**config.mk**
```make
export PLATFORM = sky130hd
export DESIGN_NAME = rgb_led_pulse_width_encoder
export DESIGN_NICKNAME = d
export VERILOG_FILES = /design/src/rtl/core/rgbled_pkg.sv /design/src/rtl/core/rgb_led_pulse_width_encoder.sv
export SDC_FILE = /design/constraint.sdc
export NUM_CORES = 1
export LEC_CHECK = 0
export ABC_AREA = 1
export BUFFER_PORTS_ARGS = -buffer_cell sky130_fd_sc_hd__buf_2
export CAP_MARGIN = 40
export CORE_AREA = 2 2 121 93
export CTS_BUF_LIST = sky130_fd_sc_hd__clkbuf_8
export CTS_CLUSTER_SIZE = 12
export DETAILED_ROUTE_END_ITERATION = 7
export DIE_AREA = 0 0 123 95
export MAX_ROUTING_LAYER = met4
export PLACE_DENSITY = 0.76
export SLEW_MARGIN = 20
export SYNTH_ARGS = -nofsm -noshare
export SYNTH_HDL_FRONTEND = slang
export SYNTH_SLANG_ARGS = --single-unit
```
**constraint.sdc**
```tcl
create_clock -name clk -period 4.1 [get_ports clk]
set_input_delay 0.205 -clock clk [delete_from_list [all_inputs] [get_ports clk]]
set_output_delay 0.205 -clock clk [all_outputs]
set_load 0.01 [all_outputs]
```
**src/rtl/core/rgbled_pkg.sv**
```systemverilog
// ----------------------------------------------------------------------------
// rgbled_pkg
// shared types and constants for the single-wire rgb led pulse width encoder
// ----------------------------------------------------------------------------
package rgbled_pkg;

    // frame and colour geometry
    localparam int COLOUR_BITS = 24;
    localparam int COLOUR_W    = 24;
    localparam int IDX_W       = 5;
    localparam int SLOT_W      = 7;
    localparam int CFG_W       = 6;
    localparam int CFG_IDX_W   = 2;
    localparam int OUT_TDATA_W = 8;

    // slot register reset values
    localparam logic [CFG_W-1:0] ONE_HIGH_RST  = CFG_W'(6);
    localparam logic [CFG_W-1:0] ONE_LOW_RST   = CFG_W'(5);
    localparam logic [CFG_W-1:0] ZERO_HIGH_RST = CFG_W'(4);
    localparam logic [CFG_W-1:0] ZERO_LOW_RST  = CFG_W'(8);

    // item kinds carried on the input tuser
    typedef enum logic
    {
        CMD_TICK = 1'b0,
        CMD_LOAD = 1'b1
    } cmd_t;

    // configuration register indexes
    typedef enum logic [CFG_IDX_W-1:0]
    {
        REG_ONE_HIGH  = 2'd0,
        REG_ONE_LOW   = 2'd1,
        REG_ZERO_HIGH = 2'd2,
        REG_ZERO_LOW  = 2'd3
    } cfg_reg_t;

    // one result item
    typedef struct packed
    {
        logic frame_done;
        logic load_accepted;
        logic busy_res;
        logic line_level;
    } result_t;

    // a zero slot count behaves as one slot
    function automatic logic [CFG_W-1:0] at_least_one(input logic [CFG_W-1:0] v);
        logic [CFG_W-1:0] r;
        r = (v == '0) ? CFG_W'(1) : v;
        return r;
    endfunction

endpackage

```
**src/rtl/core/rgb_led_pulse_width_encoder.sv**
```systemverilog
// ----------------------------------------------------------------------------
// rgb_led_pulse_width_encoder
// single-wire led colour encoder: one line level per tick slot, msb first
// ----------------------------------------------------------------------------
// path: a result passes through the input register, then the result register
// throughput: one item per cycle, set by the bit/slot update, while m_tready
//   does not stall the result register
// reset: rst_n clears all control state asynchronously; slot registers
//   return to 6/5 high/low for a one bit and 4/8 for a zero bit, line idle
module rgb_led_pulse_width_encoder
    import rgbled_pkg::*;
(
    input  logic                   clk,
    input  logic                   rst_n,

    // configuration write port
    input  logic                   cfg_we,
    input  logic [CFG_IDX_W-1:0]   cfg_index,
    input  logic [CFG_W-1:0]       cfg_data,

    // input stream
    input  logic                   s_tvalid,
    output logic                   s_tready,
    input  logic [COLOUR_W-1:0]    s_tdata,   // colour[23:0]
    input  logic                   s_tuser,   // cmd[0]

    // result stream
    output logic                   m_tvalid,
    input  logic                   m_tready,
    output logic [OUT_TDATA_W-1:0] m_tdata    // line_level, busy_res, load_accepted,
                                              // frame_done, zero pad [7:4]
);

    // ------------------------------------------------------------------------
    // configuration registers
    // ------------------------------------------------------------------------
    logic [CFG_W-1:0] one_high_reg;
    logic [CFG_W-1:0] one_low_reg;
    logic [CFG_W-1:0] zero_high_reg;
    logic [CFG_W-1:0] zero_low_reg;

    always_ff @(posedge clk or negedge rst_n)
    begin
        if (!rst_n)
        begin
            one_high_reg  <= ONE_HIGH_RST;
            one_low_reg   <= ONE_LOW_RST;
            zero_high_reg <= ZERO_HIGH_RST;
            zero_low_reg  <= ZERO_LOW_RST;
        end
        else if (cfg_we)
        begin
            unique case (cfg_reg_t'(cfg_index))
                REG_ONE_HIGH:  one_high_reg  <= cfg_data;
                REG_ONE_LOW:   one_low_reg   <= cfg_data;
                REG_ZERO_HIGH: zero_high_reg <= cfg_data;
                REG_ZERO_LOW:  zero_low_reg  <= cfg_data;
                default:       one_high_reg  <= one_high_reg;
            endcase
        end
    end

    // ------------------------------------------------------------------------
    // pipeline handshake: input register feeds the result register
    // ------------------------------------------------------------------------
    logic                in_vld_reg;
    logic                in_cmd_reg;
    logic [COLOUR_W-1:0] in_colour_reg;
    logic                out_vld_reg;
    result_t             out_res_reg;
    logic                advance;
    logic                in_xfer;

    // stage 1 moves on when the result register is empty or being drained
    assign advance  = in_vld_reg && (!out_vld_reg || m_tready);
    assign s_tready = !in_vld_reg || advance;
    assign in_xfer  = s_tvalid && s_tready;

    always_ff @(posedge clk or negedge rst_n)
    begin
        if (!rst_n)
        begin
            in_vld_reg <= 1'b0;
        end
        else if (in_xfer)
        begin
            in_vld_reg <= 1'b1;
        end
        else if (advance)
        begin
            in_vld_reg <= 1'b0;
        end
    end

    // payload capture, no reset needed
    always_ff @(posedge clk)
    begin
        if (in_xfer)
        begin
            in_cmd_reg    <= s_tuser;
            in_colour_reg <= s_tdata;
        end
    end

    // ------------------------------------------------------------------------
    // encoder state
    // ------------------------------------------------------------------------
    logic [COLOUR_W-1:0] colour_shift_reg, colour_shift_next;
    logic [IDX_W-1:0]    bit_index_reg,    bit_index_next;
    logic [SLOT_W-1:0]   slot_count_reg,   slot_count_next;
    logic                sending_reg,      sending_next;
    result_t             res_next;

    logic                cur_bit;
    logic [CFG_W-1:0]    hi_slots;
    logic [CFG_W-1:0]    lo_slots;
    logic [SLOT_W-1:0]   total_slots;
    logic [SLOT_W-1:0]   slot_inc;

    // bit positions above the colour width go out as zero bits
    always_comb
    begin
        if (32'(bit_index_reg) < 32'(COLOUR_W))
        begin
            cur_bit = colour_shift_reg[bit_index_reg];
        end
        else
        begin
            cur_bit = 1'b0;
        end
    end

    assign hi_slots    = at_least_one(cur_bit ? one_high_reg : zero_high_reg);
    assign lo_slots    = at_least_one(cur_bit ? one_low_reg  : zero_low_reg);
    assign total_slots = {1'b0, hi_slots} + {1'b0, lo_slots};
    assign slot_inc    = slot_count_reg + SLOT_W'(1);

    always_comb
    begin
        colour_shift_next = colour_shift_reg;
        bit_index_next    = bit_index_reg;
        slot_count_next   = slot_count_reg;
        sending_next      = sending_reg;
        res_next          = '0;

        case (cmd_t'(in_cmd_reg))
            CMD_LOAD:
            begin
                // a load is refused while a frame is still going out
                if (!sending_reg)
                begin
                    colour_shift_next      = in_colour_reg;
                    bit_index_next         = IDX_W'(COLOUR_BITS - 1);
                    slot_count_next        = '0;
                    sending_next           = 1'b1;
                    res_next.load_accepted = 1'b1;
                end
            end
            default:
            begin
                // tick: one time slot of the current bit, high phase first
                if (sending_reg)
                begin
                    res_next.line_level = (slot_count_reg < {1'b0, hi_slots});
                    slot_count_next     = slot_inc;
                    if (slot_inc >= total_slots)
                    begin
                        slot_count_next = '0;
                        if (bit_index_reg == '0)
                        begin
                            sending_next        = 1'b0;
                            res_next.frame_done = 1'b1;
                        end
                        else
                        begin
                            bit_index_next = bit_index_reg - IDX_W'(1);
                        end
                    end
                end
            end
        endcase

        res_next.busy_res = sending_next;
    end

    always_ff @(posedge clk or negedge rst_n)
    begin
        if (!rst_n)
        begin
            colour_shift_reg <= '0;
            bit_index_reg    <= '0;
            slot_count_reg   <= '0;
            sending_reg      <= 1'b0;
        end
        else if (advance)
        begin
            colour_shift_reg <= colour_shift_next;
            bit_index_reg    <= bit_index_next;
            slot_count_reg   <= slot_count_next;
            sending_reg      <= sending_next;
        end
    end

    // ------------------------------------------------------------------------
    // result register
    // ------------------------------------------------------------------------
    always_ff @(posedge clk or negedge rst_n)
    begin
        if (!rst_n)
        begin
            out_vld_reg <= 1'b0;
        end
        else if (advance)
        begin
            out_vld_reg <= 1'b1;
        end
        else if (m_tready)
        begin
            out_vld_reg <= 1'b0;
        end
    end

    always_ff @(posedge clk)
    begin
        if (advance)
        begin
            out_res_reg <= res_next;
        end
    end

    assign m_tvalid = out_vld_reg;
    assign m_tdata  = {{(OUT_TDATA_W - 4){1'b0}}, out_res_reg};

    // ------------------------------------------------------------------------
    // assertions
    // ------------------------------------------------------------------------
    // idle encoder always parks at bit 0, slot 0
    a_idle_parked: assert property (@(posedge clk) disable iff (!rst_n)
        !sending_reg |-> (bit_index_reg == '0 && slot_count_reg == '0))
        else $error("idle encoder not parked");

    // bit index never leaves the frame
    a_idx_range: assert property (@(posedge clk) disable iff (!rst_n)
        32'(bit_index_reg) <= 32'(COLOUR_BITS - 1))
        else $error("bit index beyond frame");

    // an accepted load leaves the block busy, a finished frame leaves it idle
    a_load_busy: assert property (@(posedge clk) disable iff (!rst_n)
        (m_tvalid && out_res_reg.load_accepted) |-> out_res_reg.busy_res)
        else $error("accepted load without busy");

    a_done_idle: assert property (@(posedge clk) disable iff (!rst_n)
        (m_tvalid && out_res_reg.frame_done) |-> !out_res_reg.busy_res)
        else $error("frame done while still busy");

    // the line only goes high while a frame is in flight
    a_level_busy: assert property (@(posedge clk) disable iff (!rst_n)
        advance && res_next.line_level |-> sending_reg)
        else $error("line high while idle");

endmodule

```
==> results.toml, run 1 <==
[synthesis]
ys_warn_count = 0
ys_types = 36
netlist_instances = 458
synth_top_area_share_pct = 31.4
yosysTopAreaCell = "dfrtp_1"
ys.flop_type = "dfrtp_1"
synth-edff-count = 29
syn_avg_cell_area_um2 = 9.91
ys_ff_latch = 92
synthTopCellsByArea = "dfrtp_1 (31%), edfxtp_1 (19%), nand2_1 (9.0%), ha_1 (6.6%), mux2_2 (6.2%)"
seq_area_frac_synth_pct = 54.1
synthArstFlopShare_pct = 68.5
synthTopCellsByCount = "nand2_1 (109), dfrtp_1 (57), inv_1 (54), o21ai_0 (44)"
synth_most_common_cell = "nand2_1"
syn_area_um2 = 4540

[status]
status = "complete, but fails checks"
violations = "setup timing"

[worst_setup_path]
ff2ff_path_depth = 29
endpoint_kind = "flop"
r2r-end = "m_tdata[1]"
slowest_delay_ps = 500
reg2reg_from = "bit_index_reg[0]"
r2r_slack_ps = -90
path_class = "flop to flop"
worstPathRequired_ps = 4200
path_max_fanout = 6
cp-start-kind = "flop"
slowest_stage = "dfrtp_2"
cpMostUsedCell = "nand2_2"
cp.arrival_ps = 4300

[finish]
regArea_um2 = 2460
fillers = 898
multiInputGateArea_um2 = 2040
diodes = 0
stdcell_count = 704
design_area_um2 = 5880
synthToLayoutAreaGrowth_pct = 29.5
drive_gt1_share_pct = 33.0
nets = 622

[placement]
dp_hpwl_um = 6390
numPortBuffers = 43
place_inst = 652
postPlaceCellArea_um2 = 5030
gp_congestion = 0.882

[timing]
fin_crit_ps = 4190
setup_violations = 13
max_slew_margin_pct = 37.8
min_period_over_period_pct = 102
drv_slew = 0
timing.hold.ws_ps = 16.9
skew_ps = 10.6
rsz0062_at_grt = "true"
tns_ps = -810
setup_ws_ps = -91.6
worst_pin_slew_ps = 930
max_freq_ghz = 0.239
finalHoldViolCount = 0

[clocking]
clk_pin_slew_ps = 90
cts.path.max_buffers = 2
cts.sinks = 92
h-tree-depth = 3
cts_buffers = 9
insertion_delay_ps = 370
cts_root_buf = "clkbuf_8"
cts_tree = "done"

[die]
boundaryPins = 48
initial_core_util_pct = 42.6
dieHeight_um = 95
core-area_um2 = 10700
dieArea_um2 = 11700
std_cell_rows = 33
die_w_um = 123

[global_routing]
grt_pass1_wl_um = 15700
grt_usage_pct = 17.8
grt_max_degree = 64
grt_pass1_vias = 3259
antenna_found_initial = 0
grt-ovfl-total = 0

[routing]
firstDrtPassIters = 4
viasPerCell = 4.92
routedWlPerCell_um = 13.9
drc = 0
drt_wl_total_um = 9780
ant_nets = 0
first_iter_violations = 173
num_vias = 3467

[min_path]
hold_path_end = "in_colour_reg[8]"
holdPathStages = 1
hold_path.startpoint = "s_tdata[8]"
holdCritPathClass = "input pin to flop"

[power_and_ir_drop]
ir_drop_uv = 485
powerDensity_nw_per_um2 = 921
p_leak_nw = 2.80

[flow_run]
cap_viol_max_count = 0
kinds of logic after synthesis:
kind of cell               share of synthesized area, %
and+or+nand+nor                                    15.8
DFF                                                54.1
buffers and inverters                              6.62
AOI/OAI and AO/OA                                  7.89
muxes                                              6.75
adders and majority gates                          7.06
xor gates and xnor gates                           1.74
other                                            0.0826
routing by layer:
| metal | up-vias | track usage (%) | part of all wire, % |
|---|---|---|---|
| met3 | 14 | 3.68 | 4.2 |
| met1 | 1649 | 24.4 | 46 |
| met2 | 85 | 26.8 | 48 |
| li1 | 1719 | - | - |
| met5 | - | - | 0 |
| met4 | 0 | 5.59 | 1.6 |
placed cells by master (no fill, tap or decap), drive strengths merged:
master / instances
nand2: 113
buf: 78
inv: 61
dfrtp: 57
o21ai: 49
nand3: 31
edfxtp: 29
mux2: 26
ha: 24
dlygate4sd3: 21
nor2: 13
a21oi: 12
clkbuf: 9
xor2: 8
dfstp: 6
nand4: 5
nor3: 5
conb: 4
bufinv: 2
mux2i: 1
o31ai: 1
o21bai: 1
and2: 1
xnor2: 1
a21o: 1
o211ai: 1
a31oi: 1
fa: 1
clkinvlp: 1
clkinv: 1
per-stage QoR:
stage	utilization, %	total power [mW]	setup WS (ps)
floorplan	-	3.07	49.5
global placement	47.0	3.68	6.55
detailed placement	47.3	3.83	-210
CTS	51.7	4.82	14.3
global route	55.2	5.84	-322
finish	55.2	5.41	-91.6
worst max path at each step:
stage / startpoint / end / slack, ps / cells after the start
4_1_cts: bit_index_reg[0] / slot_count_reg[4] / 10 / 27
2_1_floorplan: bit_index_reg[0] / bit_index_reg[4] / 50 / 28
5_1_grt: bit_index_reg[0] / sending_reg / -320 / 31
3_5_place_dp: bit_index_reg[0] / bit_index_reg[4] / -210 / 28
6_report: bit_index_reg[0] / m_tdata[1] / -90 / 29
3_3_place_gp: bit_index_reg[0] / bit_index_reg[4] / 7 / 28
where the power goes:
group          switching, mW  total [mW]  internal (mW)
logic                   1.81        3.38           1.57
registers              0.169        1.36           1.19
clock network          0.330       0.676          0.347
final cells by class:
class                   count  share of cell area [%]
clock inverters             7                    1.66
inverters                  57                    3.98
repair inverters            1                  0.0639
well taps                 140                    2.98
repair buffers             99                    12.6
flip-flops and latches     92                    41.8
clock buffers               9                    2.11
multi-input cells         299                    34.8
worst max-delay path, delay by kind of cell, from the launching register on:
kind | cells | cell delay, ps
compound gates | 5 | 760
xor+xnor | 1 | 50
simple gates | 13 | 1010
flops | 1 | 500
fa+ha+maj | 3 | 850
buf+inv | 7 | 730
repair_timing:
item                       4_1_cts  5_1_grt
setup endpoints to repair       15       15
gates cloned                     3        0
gates resized for setup         23       66
buffers inserted                 5        6
hold buffers                    13        8
hold endpoints to repair        13       33
pin swaps                        7       23
Note: power is estimated with default switching activity, not from simulation.
==> run 2: changes to the inputs <==
--- a/config.mk
+++ b/config.mk
@@ -8,13 +8,13 @@
 export ABC_AREA = 1
 export BUFFER_PORTS_ARGS = -buffer_cell sky130_fd_sc_hd__buf_2
 export CAP_MARGIN = 40
-export CORE_AREA = 2 2 121 93
+export CORE_AREA = 3 3 122 94
 export CTS_BUF_LIST = sky130_fd_sc_hd__clkbuf_8
 export CTS_CLUSTER_SIZE = 12
 export DETAILED_ROUTE_END_ITERATION = 7
-export DIE_AREA = 0 0 123 95
+export DIE_AREA = 0 0 125 97
 export MAX_ROUTING_LAYER = met4
-export PLACE_DENSITY = 0.76
+export PLACE_DENSITY = 0.74
 export SLEW_MARGIN = 20
 export SYNTH_ARGS = -nofsm -noshare
 export SYNTH_HDL_FRONTEND = slang
==> constraint.sdc (replaced) <==
create_clock -name clk -period 4.48 [get_ports clk]
set_input_delay 0.224 -clock clk [delete_from_list [all_inputs] [get_ports clk]]
set_output_delay 0.224 -clock clk [all_outputs]
set_load 0.01 [all_outputs]
==> results.toml, run 2 (synthesized netlist as in run 1, its figures left out) <==
[status]
status = "complete, no violations"

[worst_setup_path]
cp-start-kind = "flop"
critPathLaunch = "bit_index_reg[0]"
r2r_slack_ps = 250
slowest_delay_ps = 440
reg2reg_from = "bit_index_reg[0]"
endpoint = "bit_index_reg[2]"
endpoint_kind = "flop"
cpMostUsedCell = "nand2_1"
worstPathRequired_ps = 4720
path_class = "flop to flop"
slowest_stage = "dfrtp_1"
path_max_fanout = 8
ff2ff_path_depth = 28
cp.arrival_ps = 4480
r2r-end = "bit_index_reg[2]"

[power_and_ir_drop]
ir_drop_uv = 347
p_leak_nw = 2.57
p_switching_mw = 1.81
p_int_mw = 2.30
switching_share_pct = 43.9
p_seq_share_pct = 29.9
pwr-share-clk_pct = 12.6
combPwrFrac_pct = 57.6
powerDensity_nw_per_um2 = 778

[finish]
synthToLayoutAreaGrowth_pct = 16.4
fillers = 928
design_area_um2 = 5280
diodes = 0
final_common_cell = "nand2_1"
fin_util_pct = 51.1
nets = 581
most-common-layout-cells = "nand2_1 (107), dfrtp_1 (57), inv_1 (52)"
drive_gt1_share_pct = 24.7
stdcell_count = 659

[routing]
ant_nets = 0
num_vias = 3294
viasPerCell = 5.00
drt_wl_total_um = 9030
firstDrtPassIters = 4
first_iter_violations = 259
drc = 0
routedWlPerCell_um = 13.7

[timing]
setup_ws_ps = 245
skew_ps = 14.3
worst_pin_slew_ps = 718
tns_ps = 0
drv_slew = 0
max_freq_ghz = 0.236
max_slew_margin_pct = 52.0
finalHoldViolCount = 0
min_period_over_period_pct = 94.5
fin_crit_ps = 4230
setup_violations = 0

[global_routing]
grt_usage_pct = 15.3
grt_max_degree = 64
grt-ovfl-total = 0
antenna_found_initial = 0
grt_pass1_wl_um = 14800
grt_pass1_vias = 3171

[placement]
dp_hpwl_um = 6410
pre_cts_slack_ps = -102
place_inst = 630
numPortBuffers = 43
postPlaceCellArea_um2 = 4890
gp_congestion = 0.878

[die]
initial_core_util_pct = 43.9
std_cell_rows = 32
core-area_um2 = 10300
boundaryPins = 48
dieHeight_um = 97
die_w_um = 125
dieArea_um2 = 12100

[clocking]
cts_root_buf = "clkbuf_8"
cts_buffers = 9
clk_pin_slew_ps = 100
cts_tree = "done"
h-tree-depth = 3
cts.path.max_buffers = 2
insertion_delay_ps = 360
cts.sinks = 92

[flow_run]
cap_viol_max_count = 0

[min_path]
holdCritPathClass = "input pin to flop"
holdPathStages = 1
-- run 2: metrics by stage --
stage          hold slack (ps)  power (mW)
6_report                  25.7        4.11
3_3_place_gp               400        3.14
4_1_cts                   10.4        3.87
3_5_place_dp               402        3.28
5_1_grt                   2.75        4.49
2_1_floorplan            -71.6        2.81
-- run 2: metal layers --
layer	share of wire, %	routed length (µm)	global-route usage [%]
met1	48	4380	20.9
met5	0	0	-
met3	3.6	329	3.48
met2	46	4180	22.7
met4	1.5	139	5.17
-- run 2: worst min-delay path by stage --
stage                     slack [ps]                 to   startpoint
final                             30  in_colour_reg[10]  s_tdata[10]
after global routing               3   in_colour_reg[4]   s_tdata[4]
after CTS                         10   in_colour_reg[3]   s_tdata[3]
after detailed placement         400   in_colour_reg[2]   s_tdata[2]
after global placement           400   in_colour_reg[7]   s_tdata[7]
after floorplan                  -70   bit_index_reg[0]        rst_n
-- run 2: cell type report --
| type | count | area (µm²) | area share (%) |
|---|---|---|---|
| tap | 136 | 170 | 3.22 |
| timing repair buffer | 59 | 375 | 7.11 |
| clock buffer | 10 | 138 | 2.61 |
| multi-input combinational | 299 | 1870 | 35.5 |
| inverter | 57 | 224 | 4.24 |
| clock inverter | 6 | 47.5 | 0.900 |
| sequential | 92 | 2450 | 46.5 |
-- run 2: power by group through the flow --
stage	Clock [mW]	Sequential (mW)	Combinational, mW
detailed placement	0	1.24	2.04
global placement	0	1.23	1.91
floorplan	0	1.19	1.61
finish	0.517	1.23	2.37
global route	0.573	1.25	2.66
CTS	0.538	1.22	2.11
-- run 2: repair_timing --
item,in CTS,in global routing
resized for setup,1,25
cloned,0,1
endpoints found under the hold margin,0,30
setup buffers,3,6
pin swaps,1,8
hold buffers,0,2
endpoints found under the setup margin,1,15
-- run 2: critical path, delay by kind of cell (launching register included) --
kind / cells / cell delay [ps]
simple gates: 13 / 1170
compound gates: 6 / 910
fa+ha+maj: 3 / 860
flops: 1 / 440
buf+inv: 5 / 370
mux: 1 / 360
==> run 3: changes to the inputs <==
--- a/config.mk
+++ b/config.mk
@@ -13,6 +13,7 @@
 export CTS_CLUSTER_SIZE = 12
 export DETAILED_ROUTE_END_ITERATION = 7
 export DIE_AREA = 0 0 125 97
+export GPL_TIMING_DRIVEN = 0
 export MAX_ROUTING_LAYER = met4
 export PLACE_DENSITY = 0.74
 export SLEW_MARGIN = 20
==> results.toml, run 3 (synthesized netlist as in run 1, its figures left out) <==
[worst_setup_path]
worstPathRequired_ps = 4740
path_max_fanout = 10
r2r-end = "bit_index_reg[4]"
endpoint_kind = "flop"
slowest_stage = "dfrtp_1"
cp.arrival_ps = 4500
slowest_delay_ps = 430
cp-start-kind = "flop"
critPathLaunch = "bit_index_reg[0]"
ff2ff_path_depth = 28
r2r_slack_ps = 240
reg2reg_from = "bit_index_reg[0]"
cp.buffers_inverters = 5
path_class = "flop to flop"
cp_top_family = "simple AND/OR/NAND/NOR gates"

[timing]
finalHoldViolCount = 0
max_slew_margin_pct = 64.6
drv_slew = 0
skew_ps = 12.4
setup_violations = 0
worst_pin_slew_ps = 530
tns_ps = 0
rsz0062_at_grt = "true"
fin_crit_ps = 4240
max_freq_ghz = 0.236
min_period_over_period_pct = 94.7

[die]
initial_core_util_pct = 43.9
dieArea_um2 = 12100
std_cell_rows = 32
core-area_um2 = 10300
dieHeight_um = 97
boundaryPins = 48
die_w_um = 125

[finish]
fillers = 916
drive_gt1_share_pct = 28.0
final_common_cell = "nand2_1"
nets = 598
diodes = 0
synthToLayoutAreaGrowth_pct = 19.3
most-common-layout-cells = "nand2_1 (105), dfrtp_1 (56), inv_1 (52)"

[min_path]
holdCritPathClass = "input pin to flop"
hold_path_end = "in_colour_reg[18]"
hold_path.startpoint = "s_tdata[18]"
holdPathStages = 1

[power_and_ir_drop]
finalPower_mw = 4.39
powerDensity_nw_per_um2 = 811
ir_drop_uv = 422
p_leak_nw = 2.63

[routing]
viasPerCell = 4.87
num_vias = 3291
ant_nets = 0
first_iter_violations = 218
drc = 0
drt_wl_total_um = 9090
firstDrtPassIters = 5
routedWlPerCell_um = 13.4

[clocking]
cts_root_buf = "clkbuf_8"
insertion_delay_ps = 370
h-tree-depth = 3
cts_tree = "done"
cts.sinks = 92
clk_pin_slew_ps = 90
cts_buffers = 9
cts.path.max_buffers = 2

[placement]
dp_hpwl_um = 6670
gp_congestion = 0.851
numPortBuffers = 43

[global_routing]
grt_pass1_wl_um = 14800
antenna_found_initial = 0
top_usage_layer = "met2"
met1_usage_pct = 20.1
grt_pass1_vias = 3227
grt_usage_pct = 15.4
met3_usage_pct = 4.08
grt-ovfl-total = 0
grt_max_degree = 64
grtUsageMet2_pct = 23.0

[status]
status = "complete, no violations"

[flow_run]
cap_viol_max_count = 0
-- run 3: how the worst max path moves through the flow --
stage	endpoint	slack, ps	cells past startpoint
6_report	bit_index_reg[4]	240	28
5_1_grt	bit_index_reg[4]	-100	32
4_1_cts	bit_index_reg[4]	2	30
3_5_place_dp	bit_index_reg[4]	-270	30
3_3_place_gp	bit_index_reg[4]	-100	27
2_1_floorplan	bit_index_reg[4]	360	28
-- run 3: per-stage QoR --
| stage | worst slack, ps | utilization (%) | area, µm² | cells | hold slack (ps) |
|---|---|---|---|---|---|
| 2_1_floorplan | 361 | - | 4550 | 461 | -71.6 |
| 3_5_place_dp | -274 | 47.9 | 4950 | 641 | 353 |
| 4_1_cts | 1.69 | 49.9 | 5150 | 660 | 5.17 |
| 5_1_grt | -98.2 | 52.4 | 5420 | 676 | 0.222 |
| 3_3_place_gp | -100 | 47.8 | 4930 | 640 | 401 |
| 6_report | 237 | 52.4 | 5420 | 676 | 31.1 |
-- run 3: repair_timing --
action | CTS | global route
hold endpoints to repair | 57 | 0
hold buffers | 1 | 0
pin swaps | 0 | 22
resized for setup | 5 | 33
setup endpoints to repair | 10 | 15
buffers inserted | 2 | 14
cloned | 0 | 1
-- run 3: area by class of cell --
class / count / area (µm²) / share of cell area, %
sequential: 92 / 2460 / 45.4
multi-input combinational: 298 / 1890 / 34.8
timing repair buffer: 63 / 423 / 7.81
inverter: 57 / 219 / 4.04
tap: 136 / 170 / 3.14
clock buffer: 9 / 124 / 2.29
buffer: 14 / 93.8 / 1.73
clock inverter: 7 / 42.5 / 0.786
-- run 3: power breakdown --
part | leakage [nW] | switching, mW | total (mW) | internal [mW]
Sequential | 1.04 | 0.144 | 1.23 | 1.08
Clock | 0.0886 | 0.287 | 0.487 | 0.200
Combinational | 1.50 | 1.48 | 2.68 | 1.20
-- run 3: per-layer routing --
metal	vias to the layer above	wire, µm	part of all wire [%]
li1	1656	-	-
met1	1563	4290	47
met2	65	4280	47
met3	7	407	4.5
met4	0	116	1.3
met5	-	0	0
